**src/rtl/ecs_pkg.sv**
```systemverilog
// Elevator call scheduler package: sizing constants and item/result types.
// No dependencies; used by elevator_call_scheduler_core.
package ecs_pkg;

	localparam int FLOORS          = 4;
	localparam int STEPS_PER_FLOOR = 3;

	localparam int BTN_W   = 4;
	localparam int LAMP_W  = 10;
	localparam int OUT_POS_W = 4;

	localparam int CALL_W  = (FLOORS < BTN_W) ? FLOORS : BTN_W;
	localparam int MAX_POS = (FLOORS - 1) * STEPS_PER_FLOOR;
	localparam int POS_W   = (MAX_POS < 2) ? 1 : $clog2(MAX_POS + 1);
	localparam int FL_W    = $clog2(FLOORS + 1);
	localparam int OFS_W   = (STEPS_PER_FLOOR < 2) ? 1 : $clog2(STEPS_PER_FLOOR);

	typedef struct packed {
		logic [BTN_W-1:0] button_levels;
		logic             move_tick;
	} item_t;

	typedef struct packed {
		logic [OUT_POS_W-1:0] cabin_position;
		logic [BTN_W-1:0]     call_lamps;
		logic [OUT_POS_W-1:0] target_position;
		logic                 heading_up;
		logic [LAMP_W-1:0]    position_lamps;
		logic                 any_call;
	} result_t;

endpackage

```
**src/rtl/elevator_call_scheduler_core.sv**
```systemverilog
// Elevator call scheduler: input register, one pass of target search and cabin
// step logic, result register. Depends on ecs_pkg.
// A result is registered from the item in the input register; a held result stalls input.
// Throughput: one item per cycle unless a held result stalls; the pass is a four-bit priority
// search and a one-step position update, closed between the input and result registers.
// Reset: calls, button history, position and direction clear; cabin at floor 0.
module elevator_call_scheduler_core (
	input  logic           clk,
	input  logic           arst_n,
	input  logic           item_valid,
	output logic           item_ready,
	input  ecs_pkg::item_t item,
	output logic           result_valid,
	input  logic           result_ready,
	output ecs_pkg::result_t result
);
	import ecs_pkg::*;

	// input stage
	logic  valid_s1;
	item_t item_s1;

	// scheduler state; pos_q is kept as floor_q * steps + ofs_q
	logic [CALL_W-1:0] pend_q;
	logic [CALL_W-1:0] last_q;
	logic [POS_W-1:0]  pos_q;
	logic [FL_W-1:0]   floor_q;
	logic [OFS_W-1:0]  ofs_q;
	logic              up_q;

	logic    adv;
	result_t res_d;

	logic [CALL_W-1:0] btn;
	logic [CALL_W-1:0] pend_tog;
	logic [CALL_W-1:0] pend_d;
	logic              any;
	logic              dn_hit, up_hit, hit;
	logic [FL_W-1:0]   dn_f, up_f, tf;
	logic [POS_W-1:0]  tpos;
	logic [POS_W-1:0]  pos_d;
	logic [FL_W-1:0]   floor_d;
	logic [OFS_W-1:0]  ofs_d;
	logic              up_d;

	assign adv        = valid_s1 && (!result_valid || result_ready);
	assign item_ready = !valid_s1 || adv;

	always_comb begin
		btn      = item_s1.button_levels[CALL_W-1:0];
		pend_tog = pend_q ^ (btn & ~last_q);
		any      = |pend_tog;

		dn_hit = 1'b0;
		dn_f   = '0;
		for (int i = 0; i < CALL_W; i++) begin
			if (pend_tog[i] && (FL_W'(i) <= floor_q)) begin
				dn_hit = 1'b1;
				dn_f   = FL_W'(i);
			end
		end
		up_hit = 1'b0;
		up_f   = '0;
		for (int i = CALL_W - 1; i >= 0; i--) begin
			if (pend_tog[i] && (FL_W'(i) > floor_q)) begin
				up_hit = 1'b1;
				up_f   = FL_W'(i);
			end
		end

		hit = 1'b1;
		tf  = floor_q;
		if (!any) begin
			tf = floor_q + FL_W'(ofs_q != '0);
		end else if (up_q) begin
			if (up_hit) begin
				tf = up_f;
			end else if (dn_hit) begin
				tf = dn_f;
			end else begin
				hit = 1'b0;
			end
		end else begin
			if (dn_hit) begin
				tf = dn_f;
			end else if (up_hit) begin
				tf = up_f;
			end else begin
				hit = 1'b0;
			end
		end
		tpos = hit ? POS_W'(32'(tf) * STEPS_PER_FLOOR) : pos_q;

		pend_d  = pend_tog;
		pos_d   = pos_q;
		floor_d = floor_q;
		ofs_d   = ofs_q;
		up_d    = up_q;
		if (item_s1.move_tick) begin
			if (pos_q == tpos) begin
				for (int i = 0; i < CALL_W; i++) begin
					if (floor_q == FL_W'(i)) begin
						pend_d[i] = 1'b0;
					end
				end
			end else if (pos_q < tpos) begin
				pos_d = pos_q + POS_W'(1);
				up_d  = 1'b1;
				if (32'(ofs_q) == STEPS_PER_FLOOR - 1) begin
					ofs_d   = '0;
					floor_d = floor_q + FL_W'(1);
				end else begin
					ofs_d = ofs_q + OFS_W'(1);
				end
			end else begin
				pos_d = pos_q - POS_W'(1);
				up_d  = 1'b0;
				if (ofs_q == '0) begin
					ofs_d   = OFS_W'(STEPS_PER_FLOOR - 1);
					floor_d = floor_q - FL_W'(1);
				end else begin
					ofs_d = ofs_q - OFS_W'(1);
				end
			end
		end

		res_d.cabin_position  = OUT_POS_W'(pos_d);
		res_d.call_lamps      = BTN_W'(pend_d);
		res_d.target_position = OUT_POS_W'(tpos);
		res_d.heading_up      = up_d;
		res_d.position_lamps  = (32'(pos_d) < LAMP_W) ? (LAMP_W'(1) << pos_d) : '0;
		res_d.any_call        = any;
	end

	always_ff @(posedge clk or negedge arst_n) begin
		if (!arst_n) begin
			valid_s1     <= 1'b0;
			result_valid <= 1'b0;
			pend_q       <= '0;
			last_q       <= '0;
			pos_q        <= '0;
			floor_q      <= '0;
			ofs_q        <= '0;
			up_q         <= 1'b0;
		end else begin
			if (item_ready) begin
				valid_s1 <= item_valid;
			end
			if (adv) begin
				result_valid <= 1'b1;
				pend_q       <= pend_d;
				last_q       <= btn;
				pos_q        <= pos_d;
				floor_q      <= floor_d;
				ofs_q        <= ofs_d;
				up_q         <= up_d;
			end else if (result_ready) begin
				result_valid <= 1'b0;
			end
		end
	end

	always_ff @(posedge clk) begin
		if (item_ready && item_valid) begin
			item_s1 <= item;
		end
		if (adv) begin
			result <= res_d;
		end
	end

`ifndef SYNTH
	a_pos_split: assert property (@(posedge clk) disable iff (!arst_n)
		32'(pos_q) == 32'(floor_q) * STEPS_PER_FLOOR + 32'(ofs_q))
		else $error("position and floor/offset disagree");

	a_pos_range: assert property (@(posedge clk) disable iff (!arst_n)
		32'(pos_q) <= MAX_POS && 32'(ofs_q) < STEPS_PER_FLOOR)
		else $error("cabin position out of range");

	a_one_step: assert property (@(posedge clk) disable iff (!arst_n)
		adv && item_s1.move_tick && (pos_q != tpos) |=>
		(pos_q == $past(pos_q) + POS_W'(1)) || (pos_q == $past(pos_q) - POS_W'(1)))
		else $error("cabin moved other than one step");

	a_still: assert property (@(posedge clk) disable iff (!arst_n)
		adv && !item_s1.move_tick |=> $stable(pos_q) && $stable(up_q))
		else $error("cabin moved without a tick");

	a_lamp: assert property (@(posedge clk) disable iff (!arst_n)
		result_valid |-> $onehot0(result.position_lamps))
		else $error("position lamps not one-hot");
`endif

endmodule
```
**config.mk**
```make
export PLATFORM = sky130hd
export DESIGN_NAME = elevator_call_scheduler_core
export DESIGN_NICKNAME = d
export VERILOG_FILES = /design/src/rtl/ecs_pkg.sv /design/src/rtl/elevator_call_scheduler_core.sv
export SDC_FILE = /design/constraint.sdc
export NUM_CORES = 1
export LEC_CHECK = 0
export BUFFER_PORTS_ARGS = -buffer_cell sky130_fd_sc_hd__buf_4
export CORE_MARGIN = 2
export CORE_UTILIZATION = 55
export CTS_CLUSTER_SIZE = 12
export DETAILED_ROUTE_END_ITERATION = 6
export HOLD_SLACK_MARGIN = 0.08
export PLACE_DENSITY = 0.81
export RECOVER_POWER = 50
export SYNTH_ARGS = -nofsm -noshare
export SYNTH_HDL_FRONTEND = slang
export SYNTH_SLANG_ARGS = --single-unit
```
**constraint.sdc**
```tcl
create_clock -name clk -period 6.15 [get_ports clk]
set_input_delay 0.3075 -clock clk [delete_from_list [all_inputs] [get_ports clk]]
set_output_delay 0.3075 -clock clk [all_outputs]
set_load 0.02 [all_outputs]
```
==> results.json <==
{
  "whs_path_depth": 2,
  "asyncSetResetFlopFracSynth_pct": 40.8,
  "worst_hold_path_type": "in -> reg",
  "number_of_nets_in_the_synthesized_netlist": 259,
  "die-width_um": 73.8,
  "netlist_top_cells_area": "sky130_fd_sc_hd__edfxtp_1 33%, sky130_fd_sc_hd__dfrtp_1 19%, sky130_fd_sc_hd__ha_1 7.9%",
  "post_synth.cell_area_avg_um2": 11.6,
  "synth_common_cells": "29 x sky130_fd_sc_hd__edfxtp_1, 23 x sky130_fd_sc_hd__nor2_1, 20 x sky130_fd_sc_hd__dfrtp_1",
  "maximum_number_of_pins_on_one_net_before_global_route_repair": 29,
  "hold_buffers": 1,
  "yosysTopAreaCellShare_pct": 32.5,
  "fin_crit_ns": 5.56,
  "remaining_drc_errors": 0,
  "period_share_pct": 90.4,
  "final_sum_of_negative_setup_slack_ns": 0,
  "global_route.usage.total_pct": 19.2,
  "post_drt_wl_per_cell_um": 14.0,
  "io_buffers": 34,
  "design.die.area_um2": 5440,
  "synth.yosys.seq_area_share_pct": 51.2,
  "outcome": "finished, final reports clean",
  "synth.most_common_cell": "sky130_fd_sc_hd__edfxtp_1",
  "floorplan.die.height_um": 73.8,
  "clock.fmax_ghz": 0.180,
  "vias": 1789,
  "timing.critical_path.to_type": "flop",
  "arrival_ns": 5.60,
  "maxSlewHeadroom_pct": 24.9,
  "cts.reportedPaths.clkPinSlew_ns": 0.09,
  "avgViaCountPerCell": 5.37,
  "num_antenna_cells": 0,
  "required_ns": 6.19,
  "cts_resized": 0,
  "io_pins": 35,
  "skew_ns": 0.00604,
  "setup.worst_path.start_class": "flop",
  "clkSinkCount": 49,
  "grt_antenna_before_repair": 0,
  "grt_setup_unrepaired": "no",
  "r2r_cells": 22,
  "cts-buffers-inserted": 5,
  "drt_pre_antenna_iters": 4,
  "timing.critical_path.fanout_max": 12,
  "clockBufferDepth": 2,
  "core_rows": 25,
  "synth_seq_cells": 49,
  "postCtsSetupBuffers": 0,
  "synth-edff-count": 29,
  "final_layout_size_suffix_gt1_share_pct": 15.0,
  "grt_pass1_vias": 1731,
  "core_region_area_um2": 4720,
  "yosys.cell_types.count": 53,
  "timing_hold_violations_final": 0,
  "synth_area_um2": 2680,
  "cts-root-buf": "sky130_fd_sc_hd__clkbuf_8",
  "tightest_slew_ns": 1.13,
  "timing_worst_setup_path_type": "reg -> reg",
  "yosys_warnings": 0,
  "initialDrtViolationCount": 127,
  "setup_violations": 0,
  "wirelength_um": 4670,
  "biggest_area_consumer_among_synthesized_cells": "sky130_fd_sc_hd__edfxtp_1",
  "detailedPlacementHpwl_um": 3510,
  "synth_ff_type": "sky130_fd_sc_hd__edfxtp_1",
  "slew_viol_final": 0,
  "finalWeightedCongestion": 0.885,
  "postRouteAntennaNets": 0,
  "hold-worst-slack_ns": 0.201,
  "grt_remaining_overflow": 0,
  "max-cap-violations": 0,
  "floorplan.initialDensity_pct": 56.7,
  "wire_length_of_the_first_global_routing_pass_um": 7950,
  "cts-htree-levels": 2,
  "synthToLayoutAreaGrowth_pct": 11.0,
  "cell_count_after_synthesis": 231,
  "clock_insertion_delay_worst_skew_ns": 0.30,
  "cts_tree": "built",
  "total_nets_final": 293
}
-- kinds of logic (layout without fill, tap and decap cells) --
family	Yosys count	in the layout	synth area share, %
AOI/OAI and AO/OA	43	43	11.3
muxes	9	9	3.74
and+or+nand+nor	71	71	14.1
xor gates and xnor gates	17	17	6.40
adders and majority gates	19	19	9.44
buffers and inverters	23	58	3.78
DFF	49	49	51.2
-- final timing paths --
check | slack, ns | startpoint | to
max | 0.59 | floor_q[1] | result[4]
min | 0.20 | item_valid | valid_s1
max reg2reg | 0.59 | floor_q[1] | result[4]
min reg2reg | 0.51 | btn[3] | last_q[3]
max in group asynchronous | 4.73 | arst_n | pos_q[3]
min in group asynchronous | 0.74 | arst_n | pend_q[0]
-- layer usage --
layer | wire length [um] | up-vias | global-route usage, %
li1 | - | 884 | -
met1 | 2180 | 847 | 26.7
met2 | 2190 | 54 | 30.7
met3 | 267 | 4 | 2.88
met4 | 42 | 0 | 6.67
met5 | 0 | - | 0
-- cell type report --
cell class	count	area (um2)
clock buffers	5	68.8
clock inverters	3	17.5
fillers	411	1750
inverters	15	61.3
multi-input cells	159	1200
flip-flops and latches	49	1370
well taps	67	83.8
repair buffers	35	164
-- state kept, by name, summed over array words and instances (netlist names) --
register      cells
last_q            4
pos_q             4
result_valid      1
result           24
btn               4
up_q              1
item_s1           1
pend_q            4
ofs_q             2
floor_q           3
valid_s1          1
-- cell usage in the layout, fill, tap and decap left out, types with 8 or more instances in the layout --
master / instances
sky130_fd_sc_hd__inv_1: 12
sky130_fd_sc_hd__nand2_1: 16
sky130_fd_sc_hd__edfxtp_1: 29
sky130_fd_sc_hd__clkbuf_1: 27
sky130_fd_sc_hd__nor2_1: 23
sky130_fd_sc_hd__xnor2_1: 10
sky130_fd_sc_hd__a21oi_1: 14
sky130_fd_sc_hd__dfrtp_1: 20
sky130_fd_sc_hd__ha_1: 17
sky130_fd_sc_hd__mux2_2: 8
-- through the flow --
step                util, %  cells  cell area [um2]  setup slack (ns)
CTS                    65.1    333             3070             0.586
global placement       63.0    324             2980             0.755
global route           62.9    333             2970             0.206
detailed placement     63.0    324             2980             0.629
finish                 62.9    333             2970             0.589
floorplan                 -    231             2680              1.14
-- worst max-delay path, stage by stage (launching register included) --
cell,delay (ns)
sky130_fd_sc_hd__dfrtp_1,0.57
sky130_fd_sc_hd__inv_1,0.14
sky130_fd_sc_hd__ha_1,0.25
sky130_fd_sc_hd__or3b_4,0.42
sky130_fd_sc_hd__a31oi_4,0.21
sky130_fd_sc_hd__a22oi_2,0.12
sky130_fd_sc_hd__nor2b_4,0.14
sky130_fd_sc_hd__o41ai_1,0.26
sky130_fd_sc_hd__ha_1,0.20
sky130_fd_sc_hd__inv_1,0.04
sky130_fd_sc_hd__fa_1,0.41
sky130_fd_sc_hd__xor2_1,0.19
sky130_fd_sc_hd__ha_1,0.31
sky130_fd_sc_hd__a21oi_1,0.17
sky130_fd_sc_hd__and2_1,0.35
sky130_fd_sc_hd__inv_6,0.10
sky130_fd_sc_hd__ha_1,0.28
sky130_fd_sc_hd__a21o_1,0.19
sky130_fd_sc_hd__a21oi_2,0.21
sky130_fd_sc_hd__xnor2_2,0.10
sky130_fd_sc_hd__xnor2_2,0.17
sky130_fd_sc_hd__a22oi_1,0.38
sky130_fd_sc_hd__nor2_1,0.09
Power is not shown: default switching activity piles up to over one toggle a cycle in this logic, so the estimate is an artifact.
